**src/hw/rtl/rmr_pkg.sv**
```systemverilog
// Shared types, constants and tables for the rotation-matrix-from-rate unit.
// No dependencies.
package rmr_pkg;

    localparam int DW = 32;
    localparam logic signed [34:0] ONE_Q30      = 35'sh040000000;
    localparam logic signed [34:0] PI_Q30       = 35'sh0C90FDAA2;
    localparam logic signed [34:0] HALF_PI_Q30  = 35'sh06487ED51;
    localparam logic signed [34:0] TWO_PI_Q30   = 35'sh1921FB544;
    localparam logic [55:0]        TWO_PI_Q52   = 56'h6487ED5110B461;
    localparam logic signed [34:0] GAIN_Q30     = 35'sh026DD3B6A;
    localparam int ATAN_ENTRIES = 40;

    // Truncated arctangent table, Q2.30
    function automatic logic signed [34:0] atan_q30(input logic [5:0] i);
        logic signed [34:0] v;
        case (i)
            6'd0:  v = 35'sh3243F6A8;
            6'd1:  v = 35'sh1DAC6705;
            6'd2:  v = 35'sh0FADBAFC;
            6'd3:  v = 35'sh07F56EA6;
            6'd4:  v = 35'sh03FEAB76;
            6'd5:  v = 35'sh01FFD55B;
            6'd6:  v = 35'sh00FFFAAA;
            6'd7:  v = 35'sh007FFF55;
            6'd8:  v = 35'sh003FFFEA;
            6'd9:  v = 35'sh001FFFFD;
            6'd10: v = 35'sh000FFFFF;
            6'd11: v = 35'sh0007FFFF;
            6'd12: v = 35'sh0003FFFF;
            6'd13: v = 35'sh0001FFFF;
            6'd14: v = 35'sh0000FFFF;
            6'd15: v = 35'sh00007FFF;
            6'd16: v = 35'sh00003FFF;
            6'd17: v = 35'sh00001FFF;
            6'd18: v = 35'sh00000FFF;
            6'd19: v = 35'sh000007FF;
            6'd20: v = 35'sh000003FF;
            6'd21: v = 35'sh000001FF;
            6'd22: v = 35'sh000000FF;
            6'd23: v = 35'sh0000007F;
            6'd24: v = 35'sh0000003F;
            6'd25: v = 35'sh0000001F;
            6'd26: v = 35'sh0000000F;
            6'd27: v = 35'sh00000007;
            6'd28: v = 35'sh00000003;
            6'd29: v = 35'sh00000001;
            default: v = '0;
        endcase
        return v;
    endfunction

    // Word carried alongside the staged math as far as the unit-vector dividers
    typedef struct packed {
        logic signed [31:0] wx;
        logic signed [31:0] wy;
        logic signed [31:0] wz;
        logic        [31:0] t;
    } rmr_in_t;

endpackage

```
**src/hw/rtl/rmr_sqrt.sv**
```systemverilog
// Pipelined integer square root, one result bit per stage.
// Depends on rmr_pkg.
module rmr_sqrt #(
    parameter int TAG_W = 8
) (
    input  logic             clk,
    input  logic             rst_n,
    input  logic             en,
    input  logic             in_valid,
    input  logic [63:0]      in_rad,
    input  logic [TAG_W-1:0] in_tag,
    output logic             out_valid,
    output logic [31:0]      out_root,
    output logic [TAG_W-1:0] out_tag
);
    import rmr_pkg::*;

    localparam int STG = 32;

    logic [63:0]      rem_reg  [STG+1];
    logic [31:0]      root_reg [STG+1];
    logic [TAG_W-1:0] tag_reg  [STG+1];
    logic [STG:0]     vld_reg;

    assign rem_reg[0]  = in_rad;
    assign root_reg[0] = '0;
    assign tag_reg[0]  = in_tag;
    assign vld_reg[0]  = in_valid;

    // Restoring method: test bit k of the root at stage 31-k
    for (genvar g = 0; g < STG; g++) begin : g_stage
        localparam int K = STG - 1 - g;
        logic [63:0] trial;
        logic [63:0] rem_next;
        logic [31:0] root_next;
        always_comb
        begin
            trial = ({32'd0, root_reg[g]} << (K + 1)) + (64'd1 << (2 * K));
            if (rem_reg[g] >= trial)
            begin
                rem_next  = rem_reg[g] - trial;
                root_next = root_reg[g] | (32'd1 << K);
            end
            else
            begin
                rem_next  = rem_reg[g];
                root_next = root_reg[g];
            end
        end
        always_ff @(posedge clk or negedge rst_n)
        begin
            if (!rst_n)
                vld_reg[g+1] <= 1'b0;
            else if (en)
                vld_reg[g+1] <= vld_reg[g];
        end
        always_ff @(posedge clk)
        begin
            if (en)
            begin
                rem_reg[g+1]  <= rem_next;
                root_reg[g+1] <= root_next;
                tag_reg[g+1]  <= tag_reg[g];
            end
        end
    end

    assign out_valid = vld_reg[STG];
    assign out_root  = root_reg[STG];
    assign out_tag   = tag_reg[STG];
endmodule

```
**config.mk**
```make
export PLATFORM = sky130hd
export DESIGN_NAME = rmr_sqrt
export DESIGN_NICKNAME = d
export VERILOG_FILES = /design/src/hw/rtl/rmr_pkg.sv /design/src/hw/rtl/rmr_sqrt.sv
export SDC_FILE = /design/constraint.sdc
export NUM_CORES = 2
export LEC_CHECK = 0
export ABC_AREA = 0
export BUFFER_PORTS_ARGS = -buffer_cell sky130_fd_sc_hd__buf_4
export CELL_PAD_IN_SITES_DETAIL_PLACEMENT = 1
export CELL_PAD_IN_SITES_GLOBAL_PLACEMENT = 1
export CORE_MARGIN = 5
export CORE_UTILIZATION = 34
export DETAILED_ROUTE_END_ITERATION = 12
export PLACE_DENSITY = 0.57
export SLEW_MARGIN = 20
export SYNTH_ARGS = -nofsm -noshare
export SYNTH_HDL_FRONTEND = slang
export SYNTH_SLANG_ARGS = --single-unit
```
**constraint.sdc**
```tcl
create_clock -name clk -period 5.7 [get_ports clk]
set_clock_uncertainty 0.1 [all_clocks]
set_input_delay 0 -clock clk [delete_from_list [all_inputs] [get_ports clk]]
set_output_delay 0 -clock clk [all_outputs]
set_load 0.03 [all_outputs]
```
# Yosys cells after proc, flatten, opt, wreduce, memory -nomap -nowiden
# Cells that the tools add are included.
dict set report word_totals {
  ff_bits 3296
  latchBits 0
  mem_bits_rw 0
  rom_bits 0
  input_bits 76
  out_inout_bits 41
  mem_count 0
}
dict set report op_classes {
  add_sub_neg 62
  mul 0
  n_div 0
  magnitude_cmp 32
  eq_ne 0
  n_shift 0
  mux 32
  bitwise_logic 0
  reduce_logical 0
}
# cell n
set ops {}
lappend ops {{64-bit two-way mux} 31}
lappend ops {{63-bit by 61-bit adder with 64-bit output, second input constant} 1}
lappend ops {{64-bit by 34-bit greater-or-equal comparator with 1-bit output} 1}
lappend ops {{64-bit by 35-bit greater-or-equal comparator with 1-bit output} 1}
lappend ops {{64-bit by 36-bit greater-or-equal comparator with 1-bit output} 1}
lappend ops {{64-bit by 37-bit greater-or-equal comparator with 1-bit output} 1}
lappend ops {{64-bit by 38-bit greater-or-equal comparator with 1-bit output} 1}
lappend ops {{64-bit by 39-bit greater-or-equal comparator with 1-bit output} 1}
lappend ops {{64-bit by 40-bit greater-or-equal comparator with 1-bit output} 1}
lappend ops {{64-bit by 41-bit greater-or-equal comparator with 1-bit output} 1}
lappend ops {{64-bit by 42-bit greater-or-equal comparator with 1-bit output} 1}
lappend ops {{64-bit by 43-bit greater-or-equal comparator with 1-bit output} 1}
lappend ops {{64-bit by 44-bit greater-or-equal comparator with 1-bit output} 1}
lappend ops {{64-bit by 45-bit greater-or-equal comparator with 1-bit output} 1}
lappend ops {{64-bit by 46-bit greater-or-equal comparator with 1-bit output} 1}
lappend ops {{64-bit by 47-bit greater-or-equal comparator with 1-bit output} 1}
lappend ops {{64-bit by 48-bit greater-or-equal comparator with 1-bit output} 1}
lappend ops {{64-bit by 49-bit greater-or-equal comparator with 1-bit output} 1}
lappend ops {{64-bit by 50-bit greater-or-equal comparator with 1-bit output} 1}
lappend ops {{64-bit by 51-bit greater-or-equal comparator with 1-bit output} 1}
lappend ops {{64-bit by 52-bit greater-or-equal comparator with 1-bit output} 1}
lappend ops {{64-bit by 53-bit greater-or-equal comparator with 1-bit output} 1}
lappend ops {{64-bit by 54-bit greater-or-equal comparator with 1-bit output} 1}
lappend ops {{64-bit by 55-bit greater-or-equal comparator with 1-bit output} 1}
lappend ops {{other kinds (72)} 72}

# Longest topological paths before layout
dict set report logic_depth {
  word_depth 3
  mapped_depth 14
  depth_no_buf 12
}

# Worst setup path after synthesis
# Ideal clock, no wire load.
dict set report synth_timing {
  kind {flip-flop to flip-flop}
  startpoint {register rem_reg[416] in the netlist's numbering}
  endpoint {register rem_reg[375] in the netlist's numbering (data pin)}
  setup_ns 0.271
  arrival_ns 3.150
  required_ns 5.329
  setup_slack_ns 2.178
  path_stages_with_launch 13
  n_path_buf 2
  path_cell_list {edfxtp_1 -> ha_1 -> clkbuf_2 -> nand4_1 -> or4_4 -> or4_1 -> and4_1 -> nand2_1 -> a211oi_2 -> or3_4 -> buf_6 -> nor4_1 -> xor2_1}
}
dict set report synth_between {
  elab_chain_cells 2
}
# element line_no
set synth_rtl {}
lappend synth_rtl {{from (decl)} rmr_sqrt.sv:20} ;# logic [63:0] rem_reg [STG+1];
lappend synth_rtl {{from (signal, indexed assignment)} rmr_sqrt.sv:61} ;# rem_reg[g+1] <= rem_next;
lappend synth_rtl {{64-bit by 39-bit subtractor with 64-bit output or 64-bit by 39-bit greater-or-equal comparator with 1-bit output (tied branches)} {rmr_sqrt.sv:41, rmr_sqrt.sv:39}}
lappend synth_rtl {{64-bit two-way mux (*)} rmr_sqrt.sv:39} ;# if (rem_reg[g] >= trial)
lappend synth_rtl {{net g_stage[26].rem_next[55]} rmr_sqrt.sv:34} ;# logic [63:0] rem_next;
# The timed path passes the listed nets; every way through them passes the cells marked *.
# A chain may end at the register's enable or synchronous reset.

# Worst setup path after layout
dict set report layout_timing {
  startpoint {register root_reg[171] in the netlist's numbering}
  endpoint {register rem_reg[283] in the netlist's numbering (data pin)}
}
dict set report layout_between {
  elab_chain_cells 3
}
# element line_no
set layout_rtl {}
lappend layout_rtl {{from (decl)} rmr_sqrt.sv:21} ;# logic [31:0] root_reg [STG+1];
lappend layout_rtl {{from (signal, indexed assignment)} rmr_sqrt.sv:62} ;# root_reg[g+1] <= root_next;
lappend layout_rtl {{37-bit by 9-bit adder with 38-bit output (*)} rmr_sqrt.sv:38} ;# trial = ({32'd0, root_reg[g]} << (K + 1)) + (64'd1 << (2 * K));
lappend layout_rtl {{64-bit by 38-bit subtractor with 64-bit output or 64-bit by 38-bit greater-or-equal comparator with 1-bit output (tied branches)} {rmr_sqrt.sv:41, rmr_sqrt.sv:39}}
lappend layout_rtl {{64-bit two-way mux (*)} rmr_sqrt.sv:39}
lappend layout_rtl {{net g_stage[27].rem_next[27]} rmr_sqrt.sv:34}
# Marks and branches as above.

==> Flow_metrics.wiki <==
{| class="wikitable"
! Metric !! Value
|-
| Placed Instances || 14,969
|-
| Largest net degree at the start of global routing || 160
|-
| Iter 0 DRT Violations || 4,722
|-
| Fraction of layout cells with a size suffix above 1 || 8.137%
|-
| Count of yosys warnings during synthesis || 0
|-
| Crit-path most repeated cell || nand4_1
|-
| Part of the power in combinational logic || 20.5%
|-
| Number of buffers inserted by port buffering || 116
|-
| Number of rows created at floorplan || 226
|-
| Cells taking the most area after synthesis || edfxtp_1 64%, ha_1 5.4%, xnor2_1 3.1%
|-
| Commonest cells post-synth || 2,768 x edfxtp_1, 706 x inv_1, 657 x nor2_1
|-
| Worst rel slew slack || 19.20%
|-
| Antenna violations before repair || 14
|-
| CP bufs+invs || 2
|-
| Cell with the most instances after synthesis || edfxtp_1
|-
| Wire length of the first global-routing pass || 558.1 mm
|-
| Detailed-route via count || 81,375
|-
| Dpl hpwl || 284.4 mm
|-
| Critical-path cell with the highest stage delay || nor3_1
|-
| Delay-heaviest family, CP || simple AND/OR/NAND/NOR gates
|-
| Power per standard cell area || 414.3 nW/um2
|-
| Worst Path Class, Setup || reg -> reg
|-
| Cell Chain, Critical Path || inv_1, ha_1, nand4_1, or4_1, nor3_1, nand4_1, nand3_1, nand2b_2, buf_4, mux2_2
|-
| Synthesized cell area || 129,800 um2
|-
| Via density || 5.179
|-
| First drt pass iteration count || 5
|-
| Die X-Extent || 627.8 um
|-
| Type of origin of the critical path || flip-flop
|-
| Total core area || 379,500 um2
|-
| Count of endpoints failing setup in the final report || 0
|-
| Sinks on the clock net || 2,800
|-
| Number of synthesized flops with an enable pin || 2,768
|-
| Portion of total power attributed to sequential cells || 46.1%
|-
| Data arrival, critical path || 5.87 ns
|-
| Post-synthesis net count || 10,607
|-
| Unrepaired setup endpoints after global routing || no
|-
| Clock power share || 33.3%
|-
| Post-route minimum period || 5.361 ns
|-
| Maximum number of buffers from clock root to sink || 4
|-
| Register cell area after layout || 83,920 um2
|-
| Die Height || 627.8 um
|-
| Share of total power consumed by net switching || 30.32%
|-
| Type of the worst min-delay path || in -> reg
|-
| Fraction of the yosys area taken by sequential cells || 64.66%
|-
| DRC violations left || 0
|-
| Setup Slack @ Placement || 0.4199 ns
|-
| Routed len/inst || 23.75 um
|-
| Post-route worst hold slack || 0.1390 ns
|-
| Area of the multi-input gates || 42,440 um2
|-
| Power, Total || 61.78 mW
|-
| Leading area contributor after synthesis || edfxtp_1
|-
| Number of pins with negative max-slew slack in the final report || 0
|-
| Fmax || 186.5 MHz
|-
| Aggregate routed wire length || 373.2 mm
|-
| Number of distinct standard cells referenced by the synthesized netlist || 92
|-
| Effective utilization at floorplan || 34.20%
|-
| Switching power total || 18.73 mW
|-
| Flops & latches, synth || 2,800
|-
| Outcome || complete, no violations
|-
| Critical path endpoint category || flip-flop
|-
| Root Driver || clkbuf_16
|-
| Count of max-cap constraint violations || 0
|-
| Final core utilization || 39.30%
|-
| Actual transition at the worst max-transition pin || 1.212 ns
|-
| Share of the clock period used by the worst path after layout || 94.05%
|-
| Relative area change from synthesis to final layout || 14.91%
|-
| Yosys top cell area share || 64.05%
|-
| Total number of H-tree levels || 5
|-
| Max FFs per register || 1,984
|-
| Fill count || 39,619
|-
| Clock-pin slew on the worst setup and hold paths || 0.06 ns
|-
| Placer congestion estimate || 0.8772
|-
| Number of failing hold endpoints at the final stage || 0
|-
| Total Die Area || 394,200 um2
|-
| Leakage power of the design || 55.05 nW
|-
| Post-synthesis area per instance || 13.01 um2
|-
| Count of nets left with antenna violations after detail routing || 0
|-
| Remaining global-route overflow || 0
|-
| Fin cells || 15,712
|-
| Post-route cell area || 149,100 um2
|-
| Post-layout nets || 11,064
|-
| Share of flip-flops with an asynchronous set or reset || 1.143%
|-
| Post-detailed-placement cell area || 137,000 um2
|-
| Data required, critical path || 6.21 ns
|-
| All-Layer GR Usage || 18.55%
|-
| Slowest cell delay on critical path || 0.84 ns
|-
| Maximum ir drop on the vdd rail || 0.0002667 V
|-
| Clk_lat worst skew || 0.95 ns
|-
| Setup TNS || 0 ns
|-
| Total I/O pin count || 117
|-
| Clock tree from TritonCTS || yes
|-
| Int Pwr || 43.05 mW
|-
| Number of instances in the synthesized netlist || 9,973
|-
| Number of clock buffers inserted by TritonCTS || 319
|-
| Prevailing post-synth register cell || edfxtp_1
|-
| Min setup slack post-route || 0.3393 ns
|-
| Vias in the first global route || 85,728
|-
| Critical Path Fanout Max || 41
|}
==> per-layer routing <==
metal | GRT usage (%) | vias up | part of all wire, %
met1 | 22.68 | 40959 | 41
li1 | - | 38438 | -
met5 | 0 | - | 0.0088
met4 | 6.103 | 6 | 3.5
met2 | 34.15 | 1423 | 52
met3 | 1.781 | 549 | 3.1
==> final timing paths <==
path | startpoint | endpoint | slack [ns] | depth (start not counted)
setup / recovery | root_reg[171] | rem_reg[283] | 0.34 | 10
hold / removal | in_rad[9] | root_reg[1023] | 0.14 | 5
setup reg to reg | root_reg[171] | rem_reg[283] | 0.34 | 10
hold reg to reg | rem_reg[1439] | rem_reg[1375] | 0.28 | 0
max in group asynchronous | rst_n | out_valid | 4.76 | 5
min in group asynchronous | rst_n | vld_reg[25] | 0.57 | 5
==> worst register-to-register path: cells and delay by family (launching register included) <==
kind / cells / cell delay [ns]
DFF: 1 / 0.42
muxes: 1 / 0.46
adders and majority gates: 1 / 0.42
buffers and inverters: 2 / 0.59
and+or+nand+nor: 6 / 3.10
==> repair_timing <==
item | CTS | global route
gates resized for setup | 0 | 0
hold buffers | 156 | 0
setup buffers | 0 | 0
hold endpoints to repair | 629 | 0
==> cell usage in the layout (no fill, tap or decap), types with 183 or more instances in the layout <==
| cell type | Yosys | routed |
|---|---|---|
| xnor2_1 | 454 | 454 |
| nor3_1 | 244 | 243 |
| nor4_1 | 376 | 373 |
| clkbuf_16 | 0 | 324 |
| ha_1 | 558 | 558 |
| a21o_1 | 228 | 228 |
| a21oi_1 | 609 | 606 |
| nor2_1 | 657 | 656 |
| buf_4 | 14 | 183 |
| nand2_1 | 593 | 593 |
| o21ai_0 | 431 | 428 |
| edfxtp_1 | 2768 | 2768 |
| xor2_1 | 431 | 431 |
| inv_1 | 706 | 706 |
==> power groups by stage <==
stage               registers (mW)  logic [mW]  clock network, mW
floorplan                     27.5        8.69                  0
global placement              28.9        12.3                  0
detailed placement            28.9        12.5                  0
CTS                           28.5        12.7               21.3
global route                  28.7        13.9               22.2
finish                        28.5        12.7               20.6
==> kinds of logic after synthesis <==
kind of cell / count (synthesis) / synth area share (%)
compound gates: 1823 / 8.708
xor+xnor: 885 / 5.973
fa+ha+maj: 558 / 5.380
buf+inv: 927 / 2.741
flops: 2800 / 64.66
mux: 126 / 1.085
simple gates: 2854 / 11.45
==> area by class of cell <==
cell class	count	area share (%)
tap	5016	4.208
clock buffer	367	5.545
clock inverter	216	1.545
sequential	2800	56.27
multi-input combinational	6246	28.46
inverter	709	1.785
antenna	4	0.006712
timing repair buffer	354	2.181
No activity file was read; power rests on OpenSTA's default activity.
